## src/rtl/tafsn_pkg.sv

```systemverilog
// ----------------------------------------------------------------------------
// tafsn_pkg
// Shared types, character codes and the sequencer control store for the
// ASCII fold and white-space normalizer.
// ----------------------------------------------------------------------------
package tafsn_pkg;

   // Character codes
   localparam logic [20:0] CH_SPACE   = 21'h00_0020;
   localparam logic [20:0] CH_NBSP    = 21'h00_00A0;
   localparam logic [20:0] CH_NEWLINE = 21'h00_000A;

   // Fold modes; the unused code falls through to pass-through.
   localparam logic [1:0] FOLD_PASS    = 2'd0;
   localparam logic [1:0] FOLD_UNICODE = 2'd1;
   localparam logic [1:0] FOLD_WIN1252 = 2'd2;

   // Control register indexes
   localparam logic [2:0] CSR_FOLD_MODE       = 3'd0;
   localparam logic [2:0] CSR_SPACE_BEFORE_NL = 3'd1;
   localparam logic [2:0] CSR_BLANK_LINE      = 3'd2;
   localparam logic [2:0] CSR_KEEP_EOL        = 3'd3;
   localparam logic [2:0] CSR_EOL_FIRST       = 3'd4;
   localparam logic [2:0] CSR_EOL_SECOND      = 3'd5;

   // Folded form of one input: one to three characters, first one wide.
   typedef struct packed {
      logic [1:0]  len;
      logic [20:0] ch0;
      logic [7:0]  ch1;
      logic [7:0]  ch2;
   } fold_result_type;

   // Microcode condition selects
   typedef enum logic [2:0] {
      C_NEVER,
      C_ALWAYS,
      C_SBN,        // space before newline enabled
      C_SINGLE,     // newline group is one character
      C_NOT_DBL,    // newline group is not doubled
      C_NOT_TWO,    // end-of-line sequence is not two characters
      C_LAST_CHAR   // current folded character is the final one
   } cond_type;

   typedef enum logic [1:0] {
      SRC_SPACE,
      SRC_EOL1,
      SRC_EOL2,
      SRC_CHAR
   } src_type;

   typedef enum logic [2:0] {
      ACT_NONE,
      ACT_SET_PEND,
      ACT_CLR_PEND,
      ACT_NEWLINE,
      ACT_VISIBLE
   } act_type;

   typedef logic [3:0] upc_type;

   localparam upc_type PC_SPACE     = 4'd0;
   localparam upc_type PC_NL_REPEAT = 4'd1;
   localparam upc_type PC_NL_SPACE  = 4'd2;
   localparam upc_type PC_NL_FIRST  = 4'd3;
   localparam upc_type PC_NL_SECOND = 4'd4;
   localparam upc_type PC_NL_AGAIN  = 4'd5;
   localparam upc_type PC_NL_AGAIN2 = 4'd6;
   localparam upc_type PC_VIS_SPACE = 4'd7;
   localparam upc_type PC_VIS_CHAR  = 4'd8;

   typedef struct packed {
      cond_type emit_cond;
      src_type  src;
      cond_type last_cond;
      cond_type end_cond;
      cond_type jmp_cond;
      upc_type  jmp_target;
      act_type  act;
   } ucode_type;

   // Control store. A step ends the item, else jumps, else falls through.
   function automatic ucode_type ucode_word(input upc_type pc);
      ucode_type w;
      case (pc)
         PC_SPACE:     w = '{C_NEVER,  SRC_SPACE, C_NEVER,     C_ALWAYS,
                             C_NEVER,  PC_SPACE, ACT_SET_PEND};
         PC_NL_REPEAT: w = '{C_NEVER,  SRC_SPACE, C_NEVER,     C_ALWAYS,
                             C_NEVER,  PC_SPACE, ACT_CLR_PEND};
         PC_NL_SPACE:  w = '{C_SBN,    SRC_SPACE, C_NEVER,     C_NEVER,
                             C_NEVER,  PC_SPACE, ACT_NEWLINE};
         PC_NL_FIRST:  w = '{C_ALWAYS, SRC_EOL1,  C_SINGLE,    C_SINGLE,
                             C_NOT_TWO, PC_NL_AGAIN, ACT_NONE};
         PC_NL_SECOND: w = '{C_ALWAYS, SRC_EOL2,  C_NOT_DBL,   C_NOT_DBL,
                             C_NEVER,  PC_SPACE, ACT_NONE};
         PC_NL_AGAIN:  w = '{C_ALWAYS, SRC_EOL1,  C_NOT_TWO,   C_NOT_TWO,
                             C_NEVER,  PC_SPACE, ACT_NONE};
         PC_NL_AGAIN2: w = '{C_ALWAYS, SRC_EOL2,  C_ALWAYS,    C_ALWAYS,
                             C_NEVER,  PC_SPACE, ACT_NONE};
         PC_VIS_SPACE: w = '{C_ALWAYS, SRC_SPACE, C_NEVER,     C_NEVER,
                             C_NEVER,  PC_SPACE, ACT_CLR_PEND};
         PC_VIS_CHAR:  w = '{C_ALWAYS, SRC_CHAR,  C_LAST_CHAR, C_LAST_CHAR,
                             C_ALWAYS, PC_VIS_CHAR, ACT_VISIBLE};
         default:      w = '{C_NEVER,  SRC_SPACE, C_NEVER,     C_ALWAYS,
                             C_NEVER,  PC_SPACE, ACT_NONE};
      endcase
      return w;
   endfunction

endpackage

```

## src/rtl/tafsn_fold.sv

```systemverilog
// ----------------------------------------------------------------------------
// tafsn_fold
// Maps one code point to one, two or three characters under the fold mode.
// ----------------------------------------------------------------------------
module tafsn_fold (
   input  logic [20:0]                code_point,
   input  logic [1:0]                 fold_mode,
   output tafsn_pkg::fold_result_type result
);

   // Single-character Unicode punctuation maps; zero when not one of them.
   function automatic logic [7:0] uni_single(input logic [20:0] c);
      logic [7:0] k;
      k = 8'h00;
      if (c >= 21'h2012 && c <= 21'h2015) k = "-";
      if (c == 21'h2016) k = "|";
      if (c == 21'h2017) k = "_";
      if (c >= 21'h2018 && c <= 21'h201B) k = "'";
      if (c >= 21'h201C && c <= 21'h201F) k = "\"";
      if (c == 21'h2022) k = "*";
      return k;
   endfunction

   // Windows-1252 codes 0x80 to 0x9F; zero marks an expanding code.
   function automatic logic [7:0] win_hi(input logic [4:0] i);
      logic [7:0] k;
      case (i)
         5'd1:  k = 8'd129;
         5'd2:  k = ",";
         5'd3:  k = "#";
         5'd4:  k = "\"";
         5'd6:  k = "#";
         5'd7:  k = "#";
         5'd8:  k = "^";
         5'd9:  k = "#";
         5'd10: k = "S";
         5'd11: k = "<";
         5'd13: k = 8'd141;
         5'd14: k = 8'd142;
         5'd15: k = 8'd143;
         5'd16: k = 8'd144;
         5'd17: k = "'";
         5'd18: k = "'";
         5'd19: k = "\"";
         5'd20: k = "\"";
         5'd21: k = "*";
         5'd22: k = "-";
         5'd23: k = "-";
         5'd24: k = "~";
         5'd26: k = "s";
         5'd27: k = ">";
         5'd29: k = 8'd157;
         5'd30: k = 8'd158;
         default: k = 8'h00;
      endcase
      return k;
   endfunction

   function automatic tafsn_pkg::fold_result_type seq3(
      input logic [1:0] n, input logic [7:0] a, input logic [7:0] b, input logic [7:0] c);
      tafsn_pkg::fold_result_type r;
      r.len = n;
      r.ch0 = {13'd0, a};
      r.ch1 = b;
      r.ch2 = c;
      return r;
   endfunction

   logic [7:0] single_ch;
   logic [7:0] win_ch;

   always_comb begin
      single_ch  = uni_single(code_point);
      win_ch     = win_hi(code_point[4:0]);
      result.len = 2'd1;
      result.ch0 = code_point;
      result.ch1 = 8'h00;
      result.ch2 = 8'h00;
      case (fold_mode)
         tafsn_pkg::FOLD_UNICODE: begin
            if (single_ch != 8'h00) begin
               result.ch0 = {13'd0, single_ch};
            end else if (code_point == 21'h20AC) begin
               result = seq3(2'd3, "E", "U", "R");
            end else if (code_point == 21'h2026) begin
               result = seq3(2'd3, ".", ".", ".");
            end else if (code_point == 21'h0152) begin
               result = seq3(2'd2, "O", "E", 8'h00);
            end else if (code_point == 21'h2122) begin
               result = seq3(2'd2, "T", "M", 8'h00);
            end else if (code_point == 21'h0153) begin
               result = seq3(2'd2, "o", "e", 8'h00);
            end else if (code_point == 21'h0132) begin
               result = seq3(2'd2, "I", "J", 8'h00);
            end else if (code_point == 21'h0133) begin
               result = seq3(2'd2, "i", "j", 8'h00);
            end
         end
         tafsn_pkg::FOLD_WIN1252: begin
            if (code_point[20:8] == 13'd0) begin
               // Only the 0x80 to 0x9F block goes through the table.
               if (code_point[20:5] == 16'd4) begin
                  if (win_ch != 8'h00) begin
                     result.ch0 = {13'd0, win_ch};
                  end else begin
                     case (code_point[4:0])
                        5'd0:    result = seq3(2'd3, "E", "U", "R");
                        5'd5:    result = seq3(2'd3, ".", ".", ".");
                        5'd12:   result = seq3(2'd2, "O", "E", 8'h00);
                        5'd25:   result = seq3(2'd2, "T", "M", 8'h00);
                        5'd28:   result = seq3(2'd2, "o", "e", 8'h00);
                        default: result = seq3(2'd2, "I", "J", 8'h00);
                     endcase
                  end
               end
            end else if (single_ch != 8'h00) begin
               result.ch0 = {13'd0, single_ch};
            end
         end
         default: begin
            result.len = 2'd1;
         end
      endcase
   end

endmodule

```

## src/rtl/text_ascii_fold_space_normalizer_unit.sv

```systemverilog
// Flow: the program of an item starts with the first sequencer step after its input transfer;
//    a newline group without a leading space emits nothing in its first step. Each item takes
//    one input transfer and then one sequencer step per step of its program, and no new code
//    point is taken while an item is in flight; a stalled result port holds the sequencer.
// Reset: synchronous; clears the line state and loads the register reset values.
// ----------------------------------------------------------------------------
// text_ascii_fold_space_normalizer_unit
// Folds Unicode code points to ASCII and normalizes spaces and newlines, one
// code point in, zero to five characters out.
// ----------------------------------------------------------------------------
module text_ascii_fold_space_normalizer_unit (
   input  logic        clock,
   input  logic        reset,
   // Input code points
   input  logic        req_tvalid,
   output logic        req_tready,
   input  logic [23:0] req_tdata,   // [20:0] code_point, [23:21] zero
   // Emitted characters
   output logic        rsp_tvalid,
   input  logic        rsp_tready,
   output logic [23:0] rsp_tdata,   // [20:0] out_char, [23:21] zero
   output logic        rsp_tlast,   // last_of_run
   // Control register writes
   input  logic        csr_valid,
   output logic        csr_ready,
   input  logic [2:0]  csr_index,
   input  logic [7:0]  csr_data
);

   // Control registers
   logic [1:0]  fold_mode_ff, fold_mode_in;
   logic        sbn_ff, sbn_in;
   logic        blank_ff, blank_in;
   logic        keep_eol_ff, keep_eol_in;
   logic [7:0]  eol1_ff, eol1_in;
   logic [7:0]  eol2_ff, eol2_in;

   // Line state carried from item to item
   logic [20:0] last_vis_ff, last_vis_in;
   logic        last_nl_ff, last_nl_in;
   logic        pend_ff, pend_in;
   logic        line_text_ff, line_text_in;

   // Sequencer and the folded characters of the item in flight
   logic                  busy_ff, busy_in;
   tafsn_pkg::upc_type    pc_ff, pc_in;
   logic [1:0]            len_ff, len_in;
   logic [20:0]           ch0_ff, ch0_in;
   logic [7:0]            ch1_ff, ch1_in;
   logic [7:0]            ch2_ff, ch2_in;

   // Result register
   logic        rsp_valid_ff, rsp_valid_in;
   logic [20:0] rsp_char_ff, rsp_char_in;
   logic        rsp_last_ff, rsp_last_in;

   tafsn_pkg::fold_result_type fold_res;
   tafsn_pkg::ucode_type       uword;
   tafsn_pkg::upc_type         entry_pc;
   logic [7:0]                 cond_vec;
   logic                       use_eol, two_char_eol, doubled;
   logic                       emit_now, last_now, end_now, jump_now;
   logic                       out_free, step_fire;
   logic [20:0]                emit_char;

   // ASCII punctuation test on the last visible character.
   function automatic logic is_punct(input logic [20:0] c);
      return (c >= 21'h21 && c <= 21'h2F) || (c >= 21'h3A && c <= 21'h40) ||
             (c >= 21'h5B && c <= 21'h60) || (c >= 21'h7B && c <= 21'h7E);
   endfunction

   tafsn_fold u_fold (
      .code_point (req_tdata[20:0]),
      .fold_mode  (fold_mode_ff),
      .result     (fold_res)
   );

   // Register writes are taken only while no item is in flight, and an offered
   // register write keeps the input closed so that the two never share an edge.
   assign req_tready = !busy_ff && !csr_valid;
   assign csr_ready  = !busy_ff;
   assign rsp_tvalid = rsp_valid_ff;
   assign rsp_tdata  = {3'd0, rsp_char_ff};
   assign rsp_tlast  = rsp_last_ff;

   // The stored end-of-line sequence is used only when its first character is known.
   assign use_eol      = keep_eol_ff && (eol1_ff != 8'h00);
   assign two_char_eol = use_eol && (eol2_ff != 8'h00);
   assign doubled      = blank_ff && !is_punct(last_vis_ff);

   // Condition lines the control word selects from, indexed by cond_type.
   always_comb begin
      cond_vec                         = 8'h00;
      cond_vec[tafsn_pkg::C_NEVER]     = 1'b0;
      cond_vec[tafsn_pkg::C_ALWAYS]    = 1'b1;
      cond_vec[tafsn_pkg::C_SBN]       = sbn_ff;
      cond_vec[tafsn_pkg::C_SINGLE]    = !two_char_eol && !doubled;
      cond_vec[tafsn_pkg::C_NOT_DBL]   = !doubled;
      cond_vec[tafsn_pkg::C_NOT_TWO]   = !two_char_eol;
      cond_vec[tafsn_pkg::C_LAST_CHAR] = (len_ff <= 2'd1);
   end

   assign uword     = tafsn_pkg::ucode_word(pc_ff);
   assign emit_now  = cond_vec[uword.emit_cond];
   assign last_now  = cond_vec[uword.last_cond];
   assign end_now   = cond_vec[uword.end_cond];
   assign jump_now  = cond_vec[uword.jmp_cond];
   assign out_free  = !rsp_valid_ff || rsp_tready;
   // A step that emits waits until the result register can take its character.
   assign step_fire = busy_ff && (!emit_now || out_free);

   always_comb begin
      case (uword.src)
         tafsn_pkg::SRC_SPACE: emit_char = tafsn_pkg::CH_SPACE;
         tafsn_pkg::SRC_EOL1:  emit_char = use_eol ? {13'd0, eol1_ff} : tafsn_pkg::CH_NEWLINE;
         tafsn_pkg::SRC_EOL2:  emit_char = {13'd0, eol2_ff};
         tafsn_pkg::SRC_CHAR:  emit_char = ch0_ff;
         default:              emit_char = ch0_ff;
      endcase
   end

   // Entry point of the program, chosen from the first folded character and the
   // line state. Expansions start with a letter or a dot, so only a single folded
   // character can be a flat space or a newline.
   always_comb begin
      if (fold_res.ch0 == tafsn_pkg::CH_SPACE || fold_res.ch0 == tafsn_pkg::CH_NBSP) begin
         entry_pc = tafsn_pkg::PC_SPACE;
      end else if (fold_res.ch0 == tafsn_pkg::CH_NEWLINE) begin
         entry_pc = last_nl_ff ? tafsn_pkg::PC_NL_REPEAT : tafsn_pkg::PC_NL_SPACE;
      end else if (line_text_ff && pend_ff) begin
         entry_pc = tafsn_pkg::PC_VIS_SPACE;
      end else begin
         entry_pc = tafsn_pkg::PC_VIS_CHAR;
      end
   end

   // Next-state logic for every register.
   always_comb begin
      fold_mode_in = fold_mode_ff;
      sbn_in       = sbn_ff;
      blank_in     = blank_ff;
      keep_eol_in  = keep_eol_ff;
      eol1_in      = eol1_ff;
      eol2_in      = eol2_ff;
      last_vis_in  = last_vis_ff;
      last_nl_in   = last_nl_ff;
      pend_in      = pend_ff;
      line_text_in = line_text_ff;
      busy_in      = busy_ff;
      pc_in        = pc_ff;
      len_in       = len_ff;
      ch0_in       = ch0_ff;
      ch1_in       = ch1_ff;
      ch2_in       = ch2_ff;
      rsp_valid_in = rsp_valid_ff;
      rsp_char_in  = rsp_char_ff;
      rsp_last_in  = rsp_last_ff;

      if (rsp_valid_ff && rsp_tready) begin
         rsp_valid_in = 1'b0;
      end

      // Register writes are accepted only while the block is idle.
      if (csr_valid && csr_ready) begin
         case (csr_index)
            tafsn_pkg::CSR_FOLD_MODE:       fold_mode_in = csr_data[1:0];
            tafsn_pkg::CSR_SPACE_BEFORE_NL: sbn_in       = csr_data[0];
            tafsn_pkg::CSR_BLANK_LINE:      blank_in     = csr_data[0];
            tafsn_pkg::CSR_KEEP_EOL:        keep_eol_in  = csr_data[0];
            tafsn_pkg::CSR_EOL_FIRST:       eol1_in      = csr_data;
            tafsn_pkg::CSR_EOL_SECOND:      eol2_in      = csr_data;
            default: begin
            end
         endcase
      end

      if (req_tvalid && req_tready) begin
         busy_in = 1'b1;
         pc_in   = entry_pc;
         len_in  = fold_res.len;
         ch0_in  = fold_res.ch0;
         ch1_in  = fold_res.ch1;
         ch2_in  = fold_res.ch2;
      end

      if (step_fire) begin
         if (emit_now) begin
            rsp_valid_in = 1'b1;
            rsp_char_in  = emit_char;
            rsp_last_in  = last_now;
         end
         case (uword.act)
            tafsn_pkg::ACT_SET_PEND: pend_in = 1'b1;
            tafsn_pkg::ACT_CLR_PEND: pend_in = 1'b0;
            tafsn_pkg::ACT_NEWLINE: begin
               pend_in      = 1'b0;
               line_text_in = 1'b0;
               last_nl_in   = 1'b1;
            end
            tafsn_pkg::ACT_VISIBLE: begin
               pend_in      = 1'b0;
               line_text_in = 1'b1;
               last_nl_in   = 1'b0;
               last_vis_in  = ch0_ff;
               // Move the next folded character into place.
               ch0_in = {13'd0, ch1_ff};
               ch1_in = ch2_ff;
               len_in = len_ff - 2'd1;
            end
            default: begin
            end
         endcase
         if (end_now) begin
            busy_in = 1'b0;
         end else if (jump_now) begin
            pc_in = uword.jmp_target;
         end else begin
            pc_in = pc_ff + 4'd1;
         end
      end
   end

   always_ff @(posedge clock) begin
      if (reset) begin
         fold_mode_ff <= tafsn_pkg::FOLD_UNICODE;
         sbn_ff       <= 1'b0;
         blank_ff     <= 1'b0;
         keep_eol_ff  <= 1'b0;
         eol1_ff      <= 8'h00;
         eol2_ff      <= 8'h00;
         last_vis_ff  <= 21'd0;
         last_nl_ff   <= 1'b0;
         pend_ff      <= 1'b0;
         line_text_ff <= 1'b0;
         busy_ff      <= 1'b0;
         pc_ff        <= tafsn_pkg::PC_SPACE;
         len_ff       <= 2'd0;
         rsp_valid_ff <= 1'b0;
      end else begin
         fold_mode_ff <= fold_mode_in;
         sbn_ff       <= sbn_in;
         blank_ff     <= blank_in;
         keep_eol_ff  <= keep_eol_in;
         eol1_ff      <= eol1_in;
         eol2_ff      <= eol2_in;
         last_vis_ff  <= last_vis_in;
         last_nl_ff   <= last_nl_in;
         pend_ff      <= pend_in;
         line_text_ff <= line_text_in;
         busy_ff      <= busy_in;
         pc_ff        <= pc_in;
         len_ff       <= len_in;
         rsp_valid_ff <= rsp_valid_in;
      end
      ch0_ff      <= ch0_in;
      ch1_ff      <= ch1_in;
      ch2_ff      <= ch2_in;
      rsp_char_ff <= rsp_char_in;
      rsp_last_ff <= rsp_last_in;
   end

`ifndef SYNTHESIS
   // An item in flight always has at least one folded character left.
   a_len_nonzero: assert property (@(posedge clock) disable iff (reset)
      busy_ff |-> (len_ff != 2'd0))
      else $error("sequencer busy with no folded character left");

   // The step that ends an item and emits must mark its character as last.
   a_end_marks_last: assert property (@(posedge clock) disable iff (reset)
      (step_fire && emit_now && end_now) |-> last_now)
      else $error("final emitted character not marked last");

   // A character emitted before the end of the item is never marked last.
   a_mid_not_last: assert property (@(posedge clock) disable iff (reset)
      (step_fire && emit_now && !end_now) |-> !last_now)
      else $error("last mark on a character that is not final");

   // Results appear only out of a running program.
   a_result_from_program: assert property (@(posedge clock) disable iff (reset)
      $rose(rsp_valid_ff) |-> $past(busy_ff))
      else $error("result offered while the sequencer was idle");
`endif

endmodule

```

## config.mk

```make
export PLATFORM = sky130hd
export DESIGN_NAME = text_ascii_fold_space_normalizer_unit
export DESIGN_NICKNAME = d
export VERILOG_FILES = /design/src/rtl/tafsn_pkg.sv /design/src/rtl/tafsn_fold.sv /design/src/rtl/text_ascii_fold_space_normalizer_unit.sv
export SDC_FILE = /design/constraint.sdc
export NUM_CORES = 1
export LEC_CHECK = 0
export CORE_ASPECT_RATIO = 1.4
export CORE_MARGIN = 1
export CORE_UTILIZATION = 55
export DETAILED_ROUTE_END_ITERATION = 10
export DONT_BUFFER_PORTS = 1
export PLACE_DENSITY = 0.7
export SLEW_MARGIN = 25
export SYNTH_ARGS = -nofsm -noshare
export SYNTH_HDL_FRONTEND = slang
export SYNTH_SLANG_ARGS = --single-unit
```

## constraint.sdc

```tcl
create_clock -name clock -period 11.6 [get_ports clock]
set_input_delay 1.16 -clock clock [delete_from_list [all_inputs] [get_ports clock]]
set_output_delay 1.16 -clock clock [all_outputs]
set_load 0.05 [all_outputs]
```

==> Word level (Yosys, flattened, before mapping) <==
Memory sizes are Yosys's and may differ from the RTL's. A register that Yosys moved wholly into a read port is not among the register bits.
Index checks and enable logic that the tools add are counted.
{ "classes": {"n_addsub": 2, "n_mul": 0, "div_mod_pow": 0, "magnitude_cmp": 19, "n_eq_ne": 32, "n_shift": 0, "n_mux": 64, "bitwise_logic": 0, "reduce_logical": 51} }
{ "op_table": {"columns": ["cell", "count"], "rows": [
  ["$mux 39", 8],
  ["$pmux 38 s5", 1],
  ["$mux 21", 7],
  ["$eq 21x14->1 const B", 6],
  ["$eq 21x9->1 const B", 4],
  ["$pmux 21 s4", 1],
  ["$pmux 37 s2", 1],
  ["$ge 21x14->1 const B", 3],
  ["$le 21x14->1 const B", 3],
  ["$le 21x7->1 const B", 3],
  ["$mux 16", 3],
  ["$ge 21x6->1 const B", 2],
  ["$ge 21x7->1 const B", 2],
  ["$mux 7", 5],
  ["$mux 4", 8],
  ["$mux 8", 4],
  ["$reduce_bool 8->1", 4],
  ["$eq 21x4->1 const B", 1],
  ["$eq 21x6->1 const B", 1],
  ["$eq 21x8->1 const B", 1],
  ["$le 21x6->1 const B", 1],
  ["$reduce_and 2->1", 10],
  ["$logic_and 1x1->1", 17],
  ["$eq 16x3->1 const B", 1],
  ["26 further kinds", 71]
]} }
{ "word_totals": {"register_bits": 112, "latch_bits": 0, "ram_bits": 0, "rom_bits": 544, "input_bits": 40, "output_inout_bits": 28, "word_cells": 189, "memories": 2} }
{ "mem_list": {"columns": ["memory", "words", "width", "rd", "rd_clocked_by_memory_dff", "wr", "line_no", "source"], "rows": [
  ["(name not given)", 16, 18, 1, 1, 0, "tafsn_pkg.sv:85", "case (pc)"],
  ["(name not given)", 32, 8, 1, 0, 0, "tafsn_fold.sv:27", "case (i)"]
]} }

==> Logic depth before layout (Yosys ltp) <==
Gate-level depths: netlist (run 1).
{ "logic_depth": {"ltp_word": 19, "ltp_mapped": 20, "ltp_nobuf": 17} }

==> By module <==
From an unflattened synthesis (run 1), not the netlist that was laid out.
{ "hier_totals": {"hier_cells": 939, "area_unflattened_um2": 7613.6} }
{ "by_module_without_submodules": {"columns": ["module", "instances", "cells_each", "area_each_um2", "seq_area_each_um2"], "rows": [
  ["text_ascii_fold_space_normalizer_unit", 1, 581, 5351.4, 2782.7],
  ["tafsn_fold", 1, 358, 2262.2, 0.0]
]} }

==> Worst setup path after synthesis (run 1) <==
OpenSTA, ideal clock, no wires.
{ "synth_path": {"path_kind": "input-to-reg", "from": "in req_tdata[0]", "to": "reg uword[18] (netlist name)", "setup_time_ps": 120, "arrival_time_ps": 5549, "required_time_ps": 11480, "path_slack_ps": 5931, "stages": 18, "path_buffers": 1, "path_cell_list": "clkbuf_1 > inv_1 > ha_1 > nand2b_1 > o31ai_1 > or3_1 > or4_1 > o211a_1 > o32a_1 > o32ai_2 > nand4_1 > or4_1 > a22o_1 > a21oi_1 > inv_1 > ha_1 > nor4b_2 > a211o_1"} }
{ "synth_between": {"elab_chain_len": 19, "word_cells_on_any_way": 57, "classes_between": "order compare (6); eq/ne (17); mux (26); reduce/logical (7); memory (1)"} }
{ "synth_lines": {"columns": ["item", "line_no", "source"], "rows": [
  ["from (decl)", "text_ascii_fold_space_normalizer_unit.sv:17", "input logic [23:0] req_tdata,"],
  ["$ge 21x14->1 / $le 21x14->1 (equally long branches)", "tafsn_fold.sv:15", "if (c >= 21'h2012 && c <= 21'h2015) k = \"-\";"],
  ["$logic_and 1x1->1", "tafsn_fold.sv:15", null],
  ["$mux 6", "tafsn_fold.sv:15", null],
  ["$mux 7", "tafsn_fold.sv:16", "if (c == 21'h2016) k = \"|\";"],
  ["$mux 7", "tafsn_fold.sv:17", "if (c == 21'h2017) k = \"_\";"],
  ["$mux 7", "tafsn_fold.sv:18", "if (c >= 21'h2018 && c <= 21'h201B) k = \"'\";"],
  ["$mux 7", "tafsn_fold.sv:19", "if (c >= 21'h201C && c <= 21'h201F) k = \"\\\"\";"],
  ["$mux 7", "tafsn_fold.sv:20", "if (c == 21'h2022) k = \"*\";"],
  ["[... 3 more ...]", null, null],
  ["$pmux 37 s2 (*)", "tafsn_fold.sv:79", "case (fold_mode)"],
  ["$eq 21x4->1, or another cell as far along", "text_ascii_fold_space_normalizer_unit.sv:128", "end else if (fold_res.ch0 == tafsn_pkg::CH_NEWLINE) begin"],
  ["$mux 4 / $logic_or 1x1->1 (equally long branches)", "text_ascii_fold_space_normalizer_unit.sv:128, text_ascii_fold_space_normalizer_unit.sv:126", null],
  ["$mux 4 (*)", "text_ascii_fold_space_normalizer_unit.sv:126", "if (fold_res.ch0 == tafsn_pkg::CH_SPACE || fold_res.ch0 == tafsn_pkg::CH_NBSP) begin"],
  ["$mux 4 (*)", "text_ascii_fold_space_normalizer_unit.sv:177", "if (req_tvalid && req_tready) begin"],
  ["$mux 4", "text_ascii_fold_space_normalizer_unit.sv:213", "if (end_now) begin"],
  ["$mux 4 (*)", "text_ascii_fold_space_normalizer_unit.sv:186", "if (step_fire) begin"],
  ["$mux 4 (no source line) (*)", null, null]
]} }
Every way passes the cells marked *; elsewhere a longest branch is shown, timed or not.
A chain may end at the register's enable or synchronous reset.

==> Worst setup path in the final report (run 1) <==
{ "layout_path": {"from": "in req_tdata[1]", "to": "reg uword[16] (netlist name)"} }
{ "layout_between": {"elab_chain_len": 19, "word_cells_on_any_way": 57, "classes_between": "order compare (6); eq/ne (17); mux (26); reduce/logical (7); memory (1)"} }
{ "layout_lines": {"columns": ["item", "line_no"], "rows": [
  ["$ge 21x14->1 / $le 21x14->1 (equally long branches)", "tafsn_fold.sv:15"],
  ["$logic_and 1x1->1", "tafsn_fold.sv:15"],
  ["$mux 6", "tafsn_fold.sv:15"],
  ["$mux 7", "tafsn_fold.sv:16"],
  ["$mux 7", "tafsn_fold.sv:17"],
  ["$mux 7", "tafsn_fold.sv:18"],
  ["$mux 7", "tafsn_fold.sv:19"],
  ["$mux 7", "tafsn_fold.sv:20"],
  ["[... 3 more ...]", null],
  ["$pmux 37 s2 (*)", "tafsn_fold.sv:79"],
  ["$eq 21x4->1, or another cell as far along", "text_ascii_fold_space_normalizer_unit.sv:128"],
  ["$mux 4 / $logic_or 1x1->1 (equally long branches)", "text_ascii_fold_space_normalizer_unit.sv:128, text_ascii_fold_space_normalizer_unit.sv:126"],
  ["$mux 4 (*)", "text_ascii_fold_space_normalizer_unit.sv:126"],
  ["$mux 4 (*)", "text_ascii_fold_space_normalizer_unit.sv:177"],
  ["$mux 4", "text_ascii_fold_space_normalizer_unit.sv:213"],
  ["$mux 4 (*)", "text_ascii_fold_space_normalizer_unit.sv:186"],
  ["$mux 4 (no source line) (*)", null]
]} }
Marks and branches as above.

==> impl_results.md, run 1 <==
* Area delta synth->final at 7.92%
* Worst EP required at 11.89 ns
* Clock group share of total power at 48.9%
* Vias in the first global route at 6927
* Fill cells at 1215
* Initial core utilization at 56.4%
* Share of total power in sequential cells at 40.6%
* HP Class: flop to flop
* Antenna violations before repair at 0
* Synth Warn # at 0
* Final min period at 5.89 ns
* VDD IR-drop max at 0.000106 V
* Sequential area share after synthesis at 35.0%
* Post-route ant nets at 0
* DRT iter0 DRCs at 484
* Internal power at 891 µW
* H-tree levels at 4
* Final GP Congestion at 0.985
* Latest clock arrival within the worst-skew pair at 0.41 ns
* WHS Endpoint: last_vis_ff[9]
* Cell with the most instances after synthesis: nand2_1
* Crit. End Element: flop
* WL per Instance at 20.7 µm
* CTS Buf Count at 17
* GRT Overall Usage at 32.7%
* DRT Pass-1 Iters at 5
* Seq cells post-synth at 119
* Clk_skew at 0.0106 ns
* Place WS at 5.39 ns
* Cell Area, Synth at 0.00752 mm²
* Leakage Power at 3.04 nW
* Fin. Hold Viols at 0
* Crit path arrival time at 6.18 ns
* Root buffer cell: clkbuf_16
* Synth area leaders: dfxtp_1, edfxtp_1, nand2_1, a21oi_1, nor2_1
* Syn avg cell area at 8.10 µm²
* Post-CTS Resized at 0
* Core box area at 0.0133 mm²
* Worst r2r src: fold_mode_ff[0]
* CTS Sinks at 119
* Fmax at 170 MHz
* Worst-path clk slew at 0.06 ns
* Total Neg Setup Slack at 0 ns
* Post-CTS Setup Bufs at 0
* Power Density at 147 mW/mm²
* RSZ-0062 raised after global routing: false
* Count of cell types in the netlist at 97
* Flop2flop setup slack at 6.77 ns
* Die Ht at 140 µm
* Final setup fails at 0
* Share of cells above drive strength 1 at 8.04%
* I/O pin count at 68
* Chip Width at 101 µm
* Vias at 7127
* Post-synth EDFFs at 25
* Hold depth at 2
* Slew Viols, Final at 0
* Area fraction of the dominant cell type after synthesis at 25.0%
* Post-Syn Instances at 928
* Worst-Margin Slew at 0.990 ns
* Overall routed net length at 22500 µm
* Max FO, Critical Path at 11
* Worst r2r path cells at 17
* Most used flip-flop cell after synthesis: dfxtp_1
* Grt ovf at 0
* Hold_sp: last_vis_ff[9]
* TritonCTS clock tree: yes
* Post-DP HPWL at 16500 µm
* Psw at 300 µW
* ANT cells at 0
* Period Utilization, post-route at 50.8%
* Hold_buf cts at 0
* Switch share at 25.2%
* Ys async rst share at 0%
* Gate power share at 10.6%
* Reg-to-reg endpoint: uword[16]
* Largest net degree at the start of global routing at 59
* Rel. slew slack at 34.0%
* Num rows at 50
* Startpoint types: primary input
* Setup ws final at 5.71 ns
* Max Buffers Root-to-Sink at 2
* NumNets Final at 951
* DIE AREA at 0.0141 mm²
* Largest area contributor in the netlist: dfxtp_1
* Port buffer count at 0
* Status: finished, final reports clean
* WS Path Type: primary input to flop
* Drc violations at 0
* Post-synth top cells: nand2_1, dfxtp_1, nor2_1
* Global-route wire length before repair at 35800 µm
* Vias/cell at 6.54
* Total of max-cap violations at 0
power groups by stage:
stage          clock [mW]  combinational (mW)  sequential, mW
2_1_floorplan           0               0.113           0.476
3_3_place_gp            0               0.119           0.489
3_5_place_dp            0               0.123           0.490
4_1_cts             0.583               0.124           0.482
5_1_grt             0.605               0.138           0.485
6_report            0.582               0.126           0.483
registers in the layout (all words and copies together), names as in the netlist, 2 cells and up:
register,cells
ch0_ff,21
last_vis_ff,21
rsp_char_ff,21
uword,12
ch1_ff,8
eol1_ff,8
eol2_ff,8
pc_ff,4
ch2_ff,3
fold_mode_ff,2
len_ff,2
final cells by class:
| cell class | instances | area, µm² | area share (%) |
|---|---|---|---|
| clock inverter | 11 | 196 | 2.42 |
| clock buffer | 21 | 460 | 5.68 |
| timing repair buffer | 2 | 15.0 | 0.185 |
| sequential | 119 | 2630 | 32.4 |
| multi-input combinational | 725 | 4470 | 55.1 |
| tap | 182 | 228 | 2.81 |
| inverter | 30 | 113 | 1.39 |
worst max-delay path: stages:
cell	delay [ns]
inv_1	0.24
ha_1	0.40
nand2b_1	0.23
or4_1	0.66
a22oi_4	0.30
a211oi_1	0.19
a211oi_1	0.52
nand2_1	0.13
or3_1	0.35
or4_1	0.60
a22o_1	0.27
a21oi_1	0.30
inv_1	0.14
ha_1	0.19
nor4b_2	0.19
a221o_1	0.30
placed cells by master (no fill, tap or decap), drive strengths merged, types with 7 or more instances in the layout:
cell type    n
nand3       39
a221oi       8
nor2b       11
or4         16
nor2        91
or3         11
a211oi      17
o22ai        8
nor3        18
dfxtp       94
and3        24
nor4        23
inv         32
mux2i       30
a22oi        7
edfxtp      25
a21oi       70
a31oi       13
a21o        10
o21a         7
o21ai       49
nand2b      13
clkbuf      21
and2         8
nand2      136
nand4       12
ha          16
cells by family after synthesis:
group                      Yosys count  share of synthesized area [%]
AOI/OAI and AO/OA                  244                           22.3
xor gates and xnor gates             3                          0.350
adders and majority gates           16                           2.66
buffers and inverters               86                           5.66
DFF                                119                           35.0
muxes                               34                           4.74
other                                1                         0.0499
and+or+nand+nor                    425                           29.2
routing by layer:
metal,GRT usage [%],share of wire [%]
met2,57.8,51
met3,3.84,5.5
met5,0,0
met1,37.1,38
met4,19.6,5.0
how the worst max path moves through the flow:
stage                 startpoint         to  slack (ns)  depth (start not counted)
floorplan           req_tdata[0]  uword[18]        5.93                         18
global placement    req_tdata[1]  uword[16]        5.47                         16
detailed placement  req_tdata[1]  uword[16]        5.39                         16
CTS                 req_tdata[1]  uword[16]        5.80                         16
global route        req_tdata[1]  uword[16]        5.45                         17
finish              req_tdata[1]  uword[16]        5.71                         16
stage by stage:
stage                     utilization, %  std cells  area, µm²  power [mW]  hold WS [ns]
after floorplan                        -        930       7520       0.589         0.417
after global placement              56.0       1058       7460       0.608         0.432
after detailed placement            56.0       1058       7460       0.613         0.444
after CTS                           60.9       1090       8110        1.19         0.450
after global routing                60.9       1090       8110        1.23         0.464
final                               60.9       1090       8110        1.19         0.452
No activity file was read; power rests on OpenSTA's default activity.
==> run 2, diff against run 1 <==
Clock period 11.6 ns to 5.97 ns, I/O delays scaled along.
==> run 2 against run 1 <==
  * Die area did not move
  * Worst hold slack got worse by 0.21 ns
  * Clock-buffer cell count fell by 4
  * First-iteration DRC count rose by 37%
  * Routed wire length rose by 2.9%
  * Clock skew barely moved
  * Register-to-register slack got worse by 5.4 ns
  * Setup slack got worse by 4.9 ns
  * Combinational power rose by 97%
  * Largest power group unchanged
  * Largest cell class unchanged
  * Sequential power rose by 95%
  * Total power rose by 97%
  * Non-clock buffer count rose by 5
==> impl_results.md, run 2 (synthesized netlist as in run 1, its figures left out) <==
* Dpl cell area at 0.00749 mm² (was 0.00746 mm²)
* Overall power at 2.35 mW (was 1.19 mW)
* Final min period at 5.17 ns
* Worst EP required at 6.28 ns (was 11.89 ns)
* Max FO, Critical Path at 8 (was 11)
* WL per Instance at 21.2 µm (was 20.7 µm)
* Vias in the first global route at 6932 (was 6927)
* Internal power at 1.75 mW (was 891 µW)
* Worst setup startpoint: req_tdata[17] (was req_tdata[1])
* Flop2flop setup slack at 1.42 ns (was 6.77 ns)
* Initial core utilization at 56.4% (unchanged)
* Worst r2r src: fold_mode_ff[0] (unchanged)
* Final GP Congestion at 0.996 (was 0.985)
* Post-CTS Setup Bufs at 0 (unchanged)
* Fmax at 193 MHz
* Core box area at 0.0133 mm² (unchanged)
* Root buffer cell: clkbuf_16 (unchanged)
* Worst r2r path cells at 15 (was 17)
* Worst Setup EP: uword[18] (was uword[16])
* Commonest non-fill, non-tap cell in the layout: nand2_1 (unchanged)
* Area delta synth->final at 8.64% (was 7.92%)
* Hold_buf cts at 0 (unchanged)
* Chip Width at 101 µm (unchanged)
* Fill cells at 1198 (was 1215)
* Vias at 7217 (was 7127)
* Slew Viols, Final at 0 (unchanged)
* Die Ht at 140 µm (unchanged)
* Num rows at 50 (unchanged)
* Clock group share of total power at 49.4% (was 48.9%)
* DIE AREA at 0.0141 mm² (unchanged)
* Max Buffers Root-to-Sink at 2 (unchanged)
* TritonCTS clock tree: yes (unchanged)
* Design Area, Final at 0.00817 mm² (was 0.00811 mm²)
* Latest clock arrival within the worst-skew pair at 0.42 ns (was 0.41 ns)
* Share of total power in sequential cells at 40.1% (was 40.6%)
* Rel. slew slack at 33.0% (was 34.0%)
* Psw at 594 µW (was 300 µW)
* H-tree levels at 4 (unchanged)
* Power Density at 287 mW/mm² (was 147 mW/mm²)
* Total of max-cap violations at 0 (unchanged)
* CTS Sinks at 119 (unchanged)
* NumNets Final at 956 (was 951)
* Global-route wire length before repair at 36700 µm (was 35800 µm)
* Port buffer count at 0 (unchanged)
* Fin. Hold Viols at 0 (unchanged)
* Post-DP HPWL at 16900 µm (was 16500 µm)
* Total Neg Setup Slack at 0 ns (unchanged)
* Switch share at 25.3% (was 25.2%)
* GRT Overall Usage at 33.8% (was 32.7%)
* Grt ovf at 0 (unchanged)
* Largest regs: ch0_ff (21), last_vis_ff (21), rsp_char_ff (21) (unchanged)
* Leakage Power at 3.07 nW (was 3.04 nW)
* HP Class: primary input to flop (was flop to flop)
* Vias/cell at 6.59 (was 6.54)
* Post-route ant nets at 0 (unchanged)
* Largest net degree at the start of global routing at 59 (unchanged)
* I/O pin count at 68 (unchanged)
* Post-CTS Resized at 0 (unchanged)
* Share of cells above drive strength 1 at 8.65% (was 8.04%)
* Crit path arrival time at 5.48 ns (was 6.18 ns)
* DRT iter0 DRCs at 664 (was 484)
* Antenna violations before repair at 0 (unchanged)
* VDD IR-drop max at 0.000207 V (was 0.000106 V)
* Overall routed net length at 23200 µm (was 22500 µm)
* Multi-input gate area at 0.00447 mm² (unchanged)
* Storage cell area at 0.00263 mm² (unchanged)
* ANT cells at 0 (unchanged)
* Gate power share at 10.6% (about the same)
* RSZ-0062 raised after global routing: false (unchanged)
* Reg-to-reg endpoint: uword[18] (was uword[16])
* Worst-Margin Slew at 1.01 ns (was 0.990 ns)
* Commonest cells after routing, fill and taps aside: nand2_1, dfxtp_1, nor2_1 (unchanged)
* Finished Layout Cells at 1095 (was 1090)
* DRT Pass-1 Iters at 7 (was 5)
* Final setup fails at 0 (unchanged)
* Status: finished, final reports clean (unchanged)
* Period Utilization, post-route at 86.6%
* CTS Buf Count at 17 (unchanged)
* WS Path Type: primary input to flop (unchanged)
* Drc violations at 0 (unchanged)
* Worst-path clk slew at 0.06 ns (about the same)
* Clk_skew at 0.0107 ns (was 0.0106 ns)
* Cells after DPL at 1063 (was 1058)
* Startpoint types: primary input (unchanged)
* Crit. End Element: flop (unchanged)
## run 2: cell types whose count changed in the layout (fill, tap and decap cells not counted), sizes merged
cell	delta
clkbuf	-4
buf	+5
bufinv	+1
clkinv	+3
## run 2: critical path, stage by stage
cell and delay (ns):
nor3_2 0.48, nand3_1 0.33, or4_1 0.62, a211oi_4 0.36, a211oi_1 0.16, a211oi_1 0.51, nand2_1 0.13, or3_1 0.33
or4_1 0.59, a22o_1 0.28, a21oi_1 0.28, inv_1 0.13, ha_1 0.19, nor4b_2 0.19, a211o_1 0.28
## run 2: cell type report
type | instances | share of cell area [%]
sequential | 119 | 32.2
timing repair buffer | 7 | 0.643
tap | 182 | 2.79
clock inverter | 15 | 3.03
clock buffer | 17 | 5.21
inverter | 30 | 1.38
multi-input combinational | 725 | 54.7
## run 2: metrics by stage
stage	hold WS [ns]	utilization, %	worst slack [ns]
after global placement	0.432	56.2	0.598
after detailed placement	0.441	56.2	0.559
after floorplan	0.417	-	0.864
final	0.246	61.3	0.800
after CTS	0.240	61.3	0.941
after global routing	0.240	61.3	0.443
## run 2: power by group through the flow
stage	combinational [mW]	sequential [mW]	clock, mW
2_1_floorplan	0.219	0.925	0
3_3_place_gp	0.233	0.951	0
3_5_place_dp	0.241	0.955	0
4_1_cts	0.244	0.939	1.16
5_1_grt	0.271	0.945	1.20
6_report	0.248	0.940	1.16
## run 2: how the worst min path moves through the flow
stage | from | to | cells after the start
2_1_floorplan | ch1_ff[7] | ch0_ff[7] | 2
3_3_place_gp | ch1_ff[7] | ch0_ff[7] | 2
3_5_place_dp | ch1_ff[7] | ch0_ff[7] | 2
4_1_cts | reset | last_nl_ff | 1
5_1_grt | reset | last_nl_ff | 1
6_report | reset | last_nl_ff | 1
## run 2: metal layers
| layer | GRT usage [%] | up-vias | wire, µm |
|---|---|---|---|
| met1 | 37.9 | 3401 | 8650 |
| met5 | 0 | - | 0 |
| met3 | 5.59 | 84 | 1460 |
| li1 | - | 3362 | - |
| met2 | 59.4 | 370 | 11700 |
| met4 | 19.5 | 0 | 1360 |
